<file path="config.mk">
export PLATFORM = sky130hd
export DESIGN_NAME = three_way_hash_bucket_unit
export DESIGN_NICKNAME = d
export VERILOG_FILES = /design/src/hdl/twhb_pkg.sv /design/src/hdl/three_way_hash_bucket_unit.sv /design/src/hdl/twhb_bucket.sv
export VERILOG_INCLUDE_DIRS = /design/src /design/src/hdl
export SDC_FILE = /design/constraint.sdc
export NUM_CORES = 1
export LEC_CHECK = 0
export BUFFER_PORTS_ARGS = -buffer_cell sky130_fd_sc_hd__buf_2
export CAP_MARGIN = 15
export CORE_AREA = 2 2 224 271
export DETAILED_ROUTE_END_ITERATION = 16
export DIE_AREA = 0 0 226 273
export PLACE_DENSITY = 0.66
export SYNTH_ARGS = -nofsm -noshare
export SYNTH_HDL_FRONTEND = slang
export SYNTH_HIERARCHICAL = 1
export SYNTH_SLANG_ARGS = --single-unit
</file>
<file path="constraint.sdc">
create_clock -name clk_i -period 4.6 [get_ports clk_i]
set_input_delay 1.38 -clock clk_i [delete_from_list [all_inputs] [get_ports clk_i]]
set_output_delay 1.38 -clock clk_i [all_outputs]
set_load 0.01 [all_outputs]
</file>
<file path="src/hdl/three_way_hash_bucket_unit_defines.svh">
// Assertion macros shared by the bucket RTL.
`ifndef THREE_WAY_HASH_BUCKET_UNIT_DEFINES_SVH
`define THREE_WAY_HASH_BUCKET_UNIT_DEFINES_SVH

// Checked on every rising edge outside reset.
`define TWHB_ASSERT(lbl, prop) \
  lbl: assert property (@(posedge clk_i) disable iff (!rst_ni) prop) \
    else $error("twhb assertion failed");

// Checked on every rising edge, reset included.
`define TWHB_ASSERT_ALWAYS(lbl, prop) \
  lbl: assert property (@(posedge clk_i) prop) \
    else $error("twhb assertion failed");

`endif

</file>
<file path="src/hdl/twhb_pkg.sv">
`timescale 1ns / 1ps

package twhb_pkg;

  localparam int unsigned WAYS_DEFAULT = 3;

  localparam int unsigned MODE_W   = 2;
  localparam int unsigned KEY_W    = 64;
  localparam int unsigned VALUE_W  = 64;
  localparam int unsigned PGATE_W  = 2;
  localparam int unsigned STATUS_W = 3;

  // Request: mode, key, new_value, put_gate, remove_gate; padded to bytes.
  localparam int unsigned IN_BITS     = MODE_W + KEY_W + VALUE_W + PGATE_W + 1;
  localparam int unsigned IN_TDATA_W  = ((IN_BITS + 7) / 8) * 8;
  localparam int unsigned OUT_BITS    = STATUS_W + VALUE_W;
  localparam int unsigned OUT_TDATA_W = ((OUT_BITS + 7) / 8) * 8;

  typedef enum logic [MODE_W-1:0] {
    MODE_PUT    = 2'd0,
    MODE_FIND   = 2'd1,
    MODE_REMOVE = 2'd2
  } mode_e;

  typedef enum logic [PGATE_W-1:0] {
    PG_ALLOW    = 2'd0,
    PG_FAIL     = 2'd1,
    PG_NO_SPACE = 2'd2
  } pgate_e;

  typedef enum logic [STATUS_W-1:0] {
    ST_DONE      = 3'd0,
    ST_NOT_FOUND = 3'd1,
    ST_FULL      = 3'd2,
    ST_NO_SPACE  = 3'd3,
    ST_REFUSED   = 3'd4
  } status_e;

  localparam logic RG_REFUSE = 1'b1;

  typedef struct packed {
    logic [MODE_W-1:0]  mode;
    logic [KEY_W-1:0]   key;
    logic [VALUE_W-1:0] new_value;
    logic [PGATE_W-1:0] put_gate;
    logic               remove_gate;
  } req_t;

  typedef struct packed {
    status_e            status;
    logic [VALUE_W-1:0] read_value;
  } res_t;

endpackage

</file>
<file path="src/hdl/three_way_hash_bucket_unit.sv">
`timescale 1ns / 1ps
// Channel   Direction  Handshake                   Payload
// s_axis    in         s_axis_tvalid/s_axis_tready  request: mode, key, value, gates
// m_axis    out        m_axis_tvalid/m_axis_tready  result: status, read value
//
// One request per cycle is sustained while m_axis accepts results; a request taken
// passes the input register, then the result register, before it is valid on m_axis.
// The slot compare and priority pick are combinational between the input register
// and the result register; the slot update is written at the same edge as the result.
// Reset clears every slot to empty with a zero value and drops both valids.
// While the result waits, one further request is held in the input register.

module three_way_hash_bucket_unit #(
  parameter int unsigned WAYS = twhb_pkg::WAYS_DEFAULT
) (
  input  logic                             clk_i,
  input  logic                             rst_ni,
  input  logic                             s_axis_tvalid,
  output logic                             s_axis_tready,
  // [1:0] mode, [65:2] key, [129:66] new_value, [131:130] put_gate,
  // [132] remove_gate, [135:133] zero
  input  logic [twhb_pkg::IN_TDATA_W-1:0]  s_axis_tdata,
  output logic                             m_axis_tvalid,
  input  logic                             m_axis_tready,
  // [2:0] status, [66:3] read_value, [71:67] zero
  output logic [twhb_pkg::OUT_TDATA_W-1:0] m_axis_tdata
);

  twhb_pkg::req_t in_q;
  twhb_pkg::req_t in_d;
  logic           in_valid_q;
  logic           in_valid_d;
  twhb_pkg::res_t out_q;
  twhb_pkg::res_t res;
  logic           out_valid_q;
  logic           out_valid_d;
  logic           advance;
  logic           take;

  assign in_d.mode        = s_axis_tdata[twhb_pkg::MODE_W-1:0];
  assign in_d.key         = s_axis_tdata[twhb_pkg::MODE_W +: twhb_pkg::KEY_W];
  assign in_d.new_value   = s_axis_tdata[twhb_pkg::MODE_W + twhb_pkg::KEY_W +:
                                         twhb_pkg::VALUE_W];
  assign in_d.put_gate    = s_axis_tdata[twhb_pkg::MODE_W + twhb_pkg::KEY_W +
                                         twhb_pkg::VALUE_W +: twhb_pkg::PGATE_W];
  assign in_d.remove_gate = s_axis_tdata[twhb_pkg::IN_BITS-1];

  // The held request moves on whenever the result register is free or drains.
  assign advance       = in_valid_q & (~out_valid_q | m_axis_tready);
  assign s_axis_tready = ~in_valid_q | advance;
  assign take          = s_axis_tvalid & s_axis_tready;
  assign in_valid_d    = take | (in_valid_q & ~advance);
  assign out_valid_d   = advance | (out_valid_q & ~m_axis_tready);

  twhb_bucket #(
    .WAYS(WAYS)
  ) u_bucket (
    .clk_i (clk_i),
    .rst_ni(rst_ni),
    .req_i (in_q),
    .fire_i(advance),
    .res_o (res)
  );

  always_ff @(posedge clk_i or negedge rst_ni) begin
    if (!rst_ni) begin
      in_valid_q  <= 1'b0;
      out_valid_q <= 1'b0;
    end else begin
      in_valid_q  <= in_valid_d;
      out_valid_q <= out_valid_d;
    end
  end

  always_ff @(posedge clk_i) begin
    if (take) begin
      in_q <= in_d;
    end
    if (advance) begin
      out_q <= res;
    end
  end

  assign m_axis_tvalid = out_valid_q;
  assign m_axis_tdata  = {{(twhb_pkg::OUT_TDATA_W - twhb_pkg::OUT_BITS){1'b0}},
                          out_q.read_value, out_q.status};

endmodule

</file>
<file path="src/hdl/twhb_bucket.sv">
`timescale 1ns / 1ps
`include "three_way_hash_bucket_unit_defines.svh"

module twhb_bucket #(
  parameter int unsigned WAYS = twhb_pkg::WAYS_DEFAULT
) (
  input  logic             clk_i,
  input  logic             rst_ni,
  input  twhb_pkg::req_t   req_i,
  input  logic             fire_i,
  output twhb_pkg::res_t   res_o
);

  logic [twhb_pkg::KEY_W-1:0]   keys_q   [WAYS];
  logic [twhb_pkg::VALUE_W-1:0] values_q [WAYS];

  logic [WAYS-1:0] empty;
  logic [WAYS-1:0] hit;
  logic [WAYS-1:0] empty_first;
  logic [WAYS-1:0] hit_first;
  logic [WAYS-1:0] key_wr;
  logic [WAYS-1:0] val_wr;
  logic [twhb_pkg::VALUE_W-1:0] hit_value;
  logic [twhb_pkg::KEY_W-1:0]   key_wdata;
  logic [twhb_pkg::VALUE_W-1:0] val_wdata;

  // All slots are compared at once; a priority pick keeps the lowest slot.
  always_comb begin
    logic empty_seen;
    logic hit_seen;
    empty_seen = 1'b0;
    hit_seen   = 1'b0;
    hit_value  = '0;
    for (int i = 0; i < WAYS; i++) begin
      empty[i]       = (keys_q[i] == '0);
      hit[i]         = (keys_q[i] == req_i.key);
      empty_first[i] = empty[i] & ~empty_seen;
      hit_first[i]   = hit[i] & ~hit_seen;
      empty_seen     = empty_seen | empty[i];
      hit_seen       = hit_seen | hit[i];
      hit_value      = hit_value | (values_q[i] & {twhb_pkg::VALUE_W{hit_first[i]}});
    end
  end

  always_comb begin
    key_wr           = '0;
    val_wr           = '0;
    key_wdata        = '0;
    val_wdata        = '0;
    res_o.status     = twhb_pkg::ST_NOT_FOUND;
    res_o.read_value = '0;
    case (twhb_pkg::mode_e'(req_i.mode))
      twhb_pkg::MODE_PUT: begin
        key_wdata = req_i.key;
        val_wdata = req_i.new_value;
        if (~|empty) begin
          res_o.status = twhb_pkg::ST_FULL;
        end else begin
          case (twhb_pkg::pgate_e'(req_i.put_gate))
            twhb_pkg::PG_ALLOW: begin
              key_wr       = empty_first;
              val_wr       = empty_first;
              res_o.status = twhb_pkg::ST_DONE;
            end
            twhb_pkg::PG_NO_SPACE: res_o.status = twhb_pkg::ST_NO_SPACE;
            twhb_pkg::PG_FAIL:     res_o.status = twhb_pkg::ST_REFUSED;
            default:               res_o.status = twhb_pkg::ST_REFUSED;
          endcase
        end
      end
      twhb_pkg::MODE_FIND: begin
        if (|hit) begin
          res_o.status     = twhb_pkg::ST_DONE;
          res_o.read_value = hit_value;
        end
      end
      twhb_pkg::MODE_REMOVE: begin
        if (|hit) begin
          res_o.read_value = hit_value;
          key_wr           = hit_first;
          // A refused remove still frees the slot but keeps its value.
          if (req_i.remove_gate == twhb_pkg::RG_REFUSE) begin
            res_o.status = twhb_pkg::ST_REFUSED;
          end else begin
            val_wr       = hit_first;
            res_o.status = twhb_pkg::ST_DONE;
          end
        end
      end
      default: begin
        res_o.status = twhb_pkg::ST_NOT_FOUND;
      end
    endcase
  end

  always_ff @(posedge clk_i or negedge rst_ni) begin
    if (!rst_ni) begin
      for (int i = 0; i < WAYS; i++) begin
        keys_q[i]   <= '0;
        values_q[i] <= '0;
      end
    end else if (fire_i) begin
      for (int i = 0; i < WAYS; i++) begin
        if (key_wr[i]) begin
          keys_q[i] <= key_wdata;
        end
        if (val_wr[i]) begin
          values_q[i] <= val_wdata;
        end
      end
    end
  end

  `TWHB_ASSERT_ALWAYS(a_single_slot_written, $onehot0(key_wr) && $onehot0(val_wr))
  `TWHB_ASSERT(a_full_means_no_empty,
               res_o.status == twhb_pkg::ST_FULL |-> ~|empty)
  `TWHB_ASSERT(a_find_leaves_store,
               fire_i && req_i.mode == twhb_pkg::MODE_FIND |=> $stable(empty))
  `TWHB_ASSERT(a_miss_reads_zero,
               res_o.status == twhb_pkg::ST_NOT_FOUND |-> res_o.read_value == '0)

endmodule
</file>
== Word level (Yosys, flattened, before mapping) ==
Index checks and enable logic that the tools add are counted.
Widths: inputs -> output; s select.

* Register bits: 586
* Input port bits: 140
* Output and inout port bits: 74
* Word-level logic and storage cells: 77

* Equal/unequal tests: 6
* Multiplexer cells: 16
* Bitwise gates (word level): 27
* Reductions and logical operators: 13

{| class="wikitable"
|+ Operator list
! cell !! count
|-
| $and 64x64->64 || 3
|-
| $eq 64x64->1 || 3
|-
| $logic_not 64->1 || 3
|-
| $mux 64 || 2
|-
| $or 64x64->64 || 2
|-
| $pmux 64 s2 || 1
|-
| $mux 67 || 1
|-
| $mux 65 || 1
|-
| $mux 3 || 7
|-
| $pmux 3 s2 || 3
|-
| $reduce_and 2->1 || 6
|-
| $pmux 3 s3 || 1
|-
| $and 1x1->1 || 8
|-
| $not 1->1 || 8
|-
| $or 1x1->1 || 6
|-
| $reduce_or 3->1 || 2
|-
| $eq 2x2->1 const B || 2
|-
| $logic_not 2->1 || 2
|-
| $eq 2x1->1 const B || 1
|}

== Depth between registers and ports, before layout ==
Gate-level depths: netlist of run 1.

* Depth after elaboration: 8
* Gate-level depth with buffers: 10
* Mapped depth without buffers: 8

== By module ==
The synthesis of run 1 kept the hierarchy.

{| class="wikitable"
|+ By module, submodules not included
! module !! instances !! cells an instance !! area an instance (um^2) !! sequential area each (um^2)
|-
| twhb_bucket || 1 || 1673 || 20193.1 || 9609.2
|-
| three_way_hash_bucket_unit || 1 || 214 || 6150.9 || 6055.8
|}

== Least setup slack after synthesis of run 1 ==
OpenSTA, ideal clock, no wires.

* Path kind: input to register
* Start point: in m_axis_tready
* End point: reg u_bucket/values_q[122] in the netlist's numbering
* Library setup time: 0.128 ns
* Arrival time: 4.185 ns
* Data required time: 4.472 ns
* Path slack: 0.288 ns
* Stages on the path: 5
* Buffers on the path: 1
* Cells stage by stage: nand2b_1 and2_1 o21ai_2 buf_4 mux2_1

* Cells in the longest elaborated chain, start to end: 3

{| class="wikitable"
|+ Ends and longest elaborated chain
! item !! RTL line !! RTL
|-
| start: declaration || three_way_hash_bucket_unit.sv:24 || <nowiki>input logic m_axis_tready,</nowiki>
|-
| $or 1x1->1 || three_way_hash_bucket_unit.sv:49 || <nowiki>assign advance = in_valid_q & (~out_valid_q | m_axis_tready);</nowiki>
|-
| $and 1x1->1 || three_way_hash_bucket_unit.sv:49 ||
|-
| net advance || three_way_hash_bucket_unit.sv:37 || <nowiki>logic advance;</nowiki>
|-
| $reduce_and 2->1 (no source line) || -- ||
|-
| end signal: indexed assignment || twhb_bucket.sv:108 || <nowiki>values_q[i] <= val_wdata;</nowiki>
|-
| end: declaration || twhb_bucket.sv:15 || <nowiki>logic [twhb_pkg::VALUE_W-1:0] values_q [WAYS];</nowiki>
|}

The timed path passes the listed nets, and every way through them passes these cells.
A chain may end at the register's enable or synchronous reset.

== Worst setup path in the final report of run 1 ==
* Start point: reg u_bucket/keys_q[2] in the netlist's numbering
* End point: reg u_bucket/keys_q[63] in the netlist's numbering

* Cells in the longest elaborated chain, start to end: 6
* Elaborated cells between the ends (all ways): 11
* Those cells by class: eq/ne (1); mux (4); bitwise (2); reduce/logical (4)

{| class="wikitable"
|+ Ends and longest elaborated chain
! item !! RTL line !! RTL
|-
| start: declaration || twhb_bucket.sv:14 || <nowiki>logic [twhb_pkg::KEY_W-1:0] keys_q [WAYS];</nowiki>
|-
| start signal: indexed assignment || twhb_bucket.sv:105 || <nowiki>keys_q[i] <= key_wdata;</nowiki>
|-
| $logic_not 64->1 || twhb_bucket.sv:35 || <nowiki>empty[i] = (keys_q[i] == '0);</nowiki>
|-
| $and 1x1->1 || twhb_bucket.sv:37 || <nowiki>empty_first[i] = empty[i] & ~empty_seen;</nowiki>
|-
| $mux 3 || twhb_bucket.sv:59 || <nowiki>case (twhb_pkg::pgate_e'(req_i.put_gate))</nowiki>
|-
| $mux 3 || twhb_bucket.sv:56 || <nowiki>if (~|empty) begin</nowiki>
|-
| $pmux 3 s2 * || twhb_bucket.sv:52 || <nowiki>case (twhb_pkg::mode_e'(req_i.mode))</nowiki>
|-
| $reduce_and 2->1 (no source line) * || -- ||
|}

Mark *: on every way between the ends. The rest lies on a longest branch, timed or not.

==> results.cfg, run 1 <==
[run_status]
run_status = finished, final reports clean

[timing]
period_minus_slack_ns = 4.09
finalSetupViolCount = 0
max-slew-margin-rel = 0.254
finalSetupTns_ns = 0
rsz0062_at_grt = no
worst_pin_slew_ns = 1.12
timing.fmax_mhz = 244
fin_skew_ns = 0.0395
final.period_utilization = 0.890
hold_viol_final = 0
drv_slew = 0

[routing]
via_count = 16000
routedWlPerCell_um = 23.5
drt_first_pass_iters = 7
wl_um = 69000
drc = 0
vias_per_cell = 5.45
postRouteAntennaNets = 0
drt_iter0_drc = 1260

[clock_tree]
cts_setup_buffers = 0
cts_root_buf = clkbuf_16
h-tree-depth = 2
clock_path_buffers = 3
numCtsBuffers = 60
cts.sinks = 586
cts_tree = yes
clk_latency_ns = 0.64
ctsHoldBuffers = 0
clk_pin_slew_ns = 0.06
cts.repair.resized = 0

[placed_design]
port_buffers = 205
dp.cells = 2818
hpwl_um = 44300
place_area_mm2 = 0.0281
place_congestion = 0.938

[worst_setup_path]
crit_fanout = 64
required_ns = 5.12
critical_path.startpoint_type = flip-flop
crit_path_end_kind = flip-flop
crit_type = reg2reg
arrival_ns = 4.61

[finish]
layout_common_cells = 386 x dfrtp_1, 204 x buf_2, 200 x edfxtp_1
areaGrowthSynthToFinish_pct = 13.9
final_nets = 2224
final_cells = 2931
antenna_cells = 0
final_area_mm2 = 0.0300
n_fill_cell = 4977
layout_commonest_cell = dfrtp_1
drive_gt1_frac = 0.253

[synth]
seq_area_frac_synth = 0.595
ys_ff_latch = 586
yosysUniqueCellTypes = 38
syn_avg_cell_area_um2 = 14.0
synth_warnings = 6
synthArstFlopShare = 0.659
syn-cell-area_mm2 = 0.0263
synth_edf_count = 200
synthFlopType = dfrtp_1
synthCells = 1887

[floorplan]
fp-row-count = 98
start_util = 0.447
die_x_um = 226
dieArea_mm2 = 0.0617
die_y_um = 273
core_mm2 = 0.0590
io_pins = 214

[power]
power_frac_comb = 0.214
powerDensity_mw_per_mm2 = 510
internal_power_mw = 10.6
power.share.clock = 0.309
p_leak_nw = 13.5
switching_share = 0.309
peakVddDrop_mv = 0.298
switchingPower_mw = 4.73
pwr-share-seq = 0.477

[grt]
grt_max_degree = 131
grt_antenna_before_repair = 0
gr-total-overflow = 0
grt_pass1_vias = 16800
grt_usage = 0.224
grt_pass1_wl_um = 104000

[flow_run]
maxCapViolations = 0

[worst_hold_path]
hold_class = reg2reg
[cells by family (layout without fill, tap and decap cells)]
| kind of cell | Yosys count | after routing | share of synthesized area |
|---|---|---|---|
| AO/OA/AOI/OAI | 135 | 135 | 0.0324 |
| XOR/XNOR | 192 | 192 | 0.0638 |
| adder cells (fa/ha/maj) | 4 | 4 | 0.00190 |
| buffers and inverters | 107 | 347 | 0.0269 |
| flip-flops | 586 | 586 | 0.595 |
| multiplexers | 384 | 384 | 0.181 |
| other | 1 | 5 | 0.000142 |
| AND/OR/NAND/NOR | 478 | 478 | 0.0989 |
[metrics by stage]
stage	setup slack, ns	util	hold WS (ns)	power, mW
floorplan	0.288	-	0.458	9.18
global placement	0.704	0.476	0.466	10.5
detailed placement	0.678	0.476	0.474	10.6
CTS	0.637	0.509	0.487	15.4
global route	0.454	0.509	0.496	15.9
finish	0.505	0.509	0.482	15.3
[power by group through the flow]
stage	Sequential, mW	Clock, mW	Combinational, mW
after floorplan	7.10	0	2.08
after global placement	7.31	0	3.17
after detailed placement	7.37	0	3.23
after CTS	7.28	4.85	3.25
after global routing	7.41	5.06	3.44
final	7.30	4.73	3.27
[registers in the layout, indices dropped and copies added (netlist names)]
| register | cells |
|---|---|
| in_q | 133 |
| m_axis_tdata | 67 |
| m_axis_tvalid | 1 |
| u_bucket/values_q | 192 |
| u_bucket/keys_q | 192 |
| in_valid_q | 1 |
[area by class of cell]
class	count	area [µm²]	share of cell area
clock buffers	84	1660	0.0554
clock inverters	29	240	0.00801
inverters	4	15.0	0.000501
multi-input cells	1198	10100	0.335
flip-flops and latches	586	15700	0.522
well taps	800	1000	0.0334
repair buffers	230	1360	0.0454
[synth_stat cells (all sizes together) (38+ instances only)]
| cell type | number | area, µm² |
|---|---|---|
| a21o | 64 | 480 |
| a21oi | 65 | 325 |
| and2 | 130 | 816 |
| buf | 65 | 552 |
| clkbuf | 38 | 143 |
| dfrtp | 386 | 9660 |
| edfxtp | 200 | 6010 |
| mux2 | 384 | 4770 |
| nand2 | 134 | 503 |
| nand3 | 66 | 330 |
| nand4 | 52 | 325 |
| nor4 | 76 | 497 |
| xnor2 | 128 | 1120 |
| xor2 | 64 | 561 |
[per-layer routing]
| metal | routed length, µm | vias to the layer above | global-route usage | share of wire |
|---|---|---|---|---|
| met5 | 0 | - | 0 | 0 |
| met4 | 2520 | 0 | 0.0856 | 0.036 |
| met3 | 3340 | 120 | 0.0350 | 0.048 |
| met2 | 34000 | 497 | 0.373 | 0.49 |
| met1 | 29200 | 8250 | 0.294 | 0.42 |
| li1 | - | 7120 | - | - |
[path summary, 6_finish.rpt]
check	start	end	slack, ns	depth (start not counted)
worst min-delay path	u_bucket/values_q[12]$_DFFE_PN0P_	u_bucket/values_q[12]$_DFFE_PN0P_	0.48	1
worst max-delay path	u_bucket/keys_q[2]$_DFFE_PN0P_	u_bucket/keys_q[63]$_DFFE_PN0P_	0.51	7
min in group asynchronous	rst_ni	u_bucket/values_q[82]$_DFFE_PN0P_	0.85	1
worst max register to register	u_bucket/keys_q[2]$_DFFE_PN0P_	u_bucket/keys_q[63]$_DFFE_PN0P_	0.51	7
worst min register to register	u_bucket/values_q[12]$_DFFE_PN0P_	u_bucket/values_q[12]$_DFFE_PN0P_	0.48	1
max in group asynchronous	rst_ni	u_bucket/values_q[119]$_DFFE_PN0P_	2.64	2
[critical path, stage by stage (launching register included)]
cell and delay [ns]:
dfrtp_1 0.41, nor4_1 0.61, nand4_1 0.34, nor4_1 0.69, nand3_1 0.38, a21boi_4 0.23
buf_4 0.80, mux2_2 0.43
(Power assumes the default switching activity.)
==> run 2, diff against run 1 <==
CORE_AREA = 2 2 245 247   (was 2 2 224 271)
DIE_AREA = 0 0 247 249   (was 0 0 226 273)
PLACE_DENSITY = 0.67   (was 0.66)
==> run 2 against run 1 <==
Net effect:
- critical path type unchanged
- via count down 0.73%
- sequential share of layout area is 0.22 points lower
- largest cell class unchanged
- worst setup slack improved by 0.22 ns
==> results.cfg, run 2 (synthesized netlist as in run 1, its figures left out) <==
[run_status]
run_status = finished, final reports clean

[placed_design]
post-place-ws_ns = 0.856
hpwl_um = 45000
place_congestion = 0.925
port_buffers = 205
dp.cells = 2796
place_area_mm2 = 0.0281

[routing]
drt_iter0_drc = 1198
routedWlPerCell_um = 23.5
drt_first_pass_iters = 5
via_count = 15900
wl_um = 68300
drc = 0
postRouteAntennaNets = 0
vias_per_cell = 5.45

[worst_setup_path]
required_ns = 5.10
worst_path_most_repeated_cell = nor4_1
path_cells = nor4_1 -> nand4_1 -> nor4_1 -> nand3_1 -> a21boi_4 -> buf_12 -> mux2_1
r2r_end = u_bucket/keys_q[27]$_DFFE_PN0P_
arrival_ns = 4.37
crit_path_end_kind = flip-flop
rrSetupSlack_ns = 0.72
crit_type = reg2reg
crit_fanout = 64
reg2reg_from = u_bucket/keys_q[33]$_DFFE_PN0P_
cpPeakStageDelay_ns = 0.97
rr_worst_depth = 7
crit_start = u_bucket/keys_q[33]$_DFFE_PN0P_
slowest_stage = nor4_1
critical_path.startpoint_type = flip-flop

[finish]
post-route-util = 0.513
multi_input_area_mm2 = 0.0101
final_nets = 2230
final_cells = 2911
areaGrowthSynthToFinish_pct = 14.3
layout_commonest_cell = dfrtp_1
reg_top3 = u_bucket/keys_q x192, u_bucket/values_q x192, in_q x133
seq_area_mm2 = 0.0157
final_area_mm2 = 0.0301
n_fill_cell = 4925
drive_gt1_frac = 0.252
layout_common_cells = 386 x dfrtp_1, 204 x buf_2, 200 x edfxtp_1

[grt]
gr-total-overflow = 0
grt_antenna_before_repair = 2
grt_pass1_wl_um = 104000
grt_usage = 0.223
grt_pass1_vias = 16900
grt_max_degree = 135

[timing]
period_minus_slack_ns = 3.88
drv_slew = 0
worst_pin_slew_ns = 1.10
finalSetupTns_ns = 0
final.period_utilization = 0.843
fin_ws_ns = 0.723
whs_ns = 0.485
max-slew-margin-rel = 0.267
fin_skew_ns = 0.0482
rsz0062_at_grt = no
timing.fmax_mhz = 258
finalSetupViolCount = 0
hold_viol_final = 0

[clock_tree]
clk_latency_ns = 0.66
numCtsBuffers = 61
cts.repair.resized = 0
cts_setup_buffers = 0
clk_pin_slew_ns = 0.06
cts_root_buf = clkbuf_16
clock_path_buffers = 3
cts_tree = yes
cts.sinks = 586
ctsHoldBuffers = 0
h-tree-depth = 2

[power]
powerDensity_mw_per_mm2 = 511
peakVddDrop_mv = 0.368
total_power_mw = 15.4
p_leak_nw = 13.6

[floorplan]
die_x_um = 247
die_y_um = 249
io_pins = 214
dieArea_mm2 = 0.0615
start_util = 0.449
core_mm2 = 0.0587
fp-row-count = 89

[worst_hold_path]
whs_path_depth = 1
hold_class = reg2reg
worstHoldStart = u_bucket/values_q[49]$_DFFE_PN0P_
hold-path-endpoint = u_bucket/values_q[49]$_DFFE_PN0P_

[flow_run]
maxCapViolations = 0
==> run 2: final cells by class <==
class | count | area share
Sequential cell | 586 | 0.520
Multi-Input combinational cell | 1198 | 0.334
Clock buffer | 85 | 0.0553
Timing Repair Buffer | 235 | 0.0477
Tap cell | 773 | 0.0321
Clock inverter | 29 | 0.0106
Inverter | 4 | 0.000498
Antenna cell | 1 | 0.0000831
==> run 2: worst max-delay path by stage <==
stage / end / slack (ns) / cells past startpoint
finish: u_bucket/keys_q[27]$_DFFE_PN0P_ / 0.72 / 7
CTS: m_axis_tdata[57]$_DFFE_PP_ / 0.82 / 9
floorplan: u_bucket/values_q[122]$_DFFE_PN0P_ / 0.29 / 5
detailed placement: m_axis_tdata[57]$_DFFE_PP_ / 0.86 / 9
global route: u_bucket/keys_q[27]$_DFFE_PN0P_ / 0.69 / 7
global placement: m_axis_tdata[57]$_DFFE_PP_ / 0.88 / 9
==> run 2: report_power, final <==
part / internal, mW / switching [mW] / leakage [nW]
Sequential: 6.43 / 0.818 / 7.30
Clock: 2.76 / 2.10 / 0.958
Combinational: 1.46 / 1.80 / 5.36
==> run 2: per-layer routing <==
layer,vias up,GRT usage,routed length [µm]
met1,8154,0.306,29800
met4,4,0.0864,2580
met2,462,0.357,32200
li1,7127,-,-
met5,-,0,23
met3,123,0.0352,3690
==> run 2: worst max-delay path, delay by kind of cell, from the launching register on <==
family	cells	cell delay [ns]
compound gates	1	0.29
buf+inv	1	0.39
flops	1	0.41
mux	1	0.36
simple gates	4	2.20
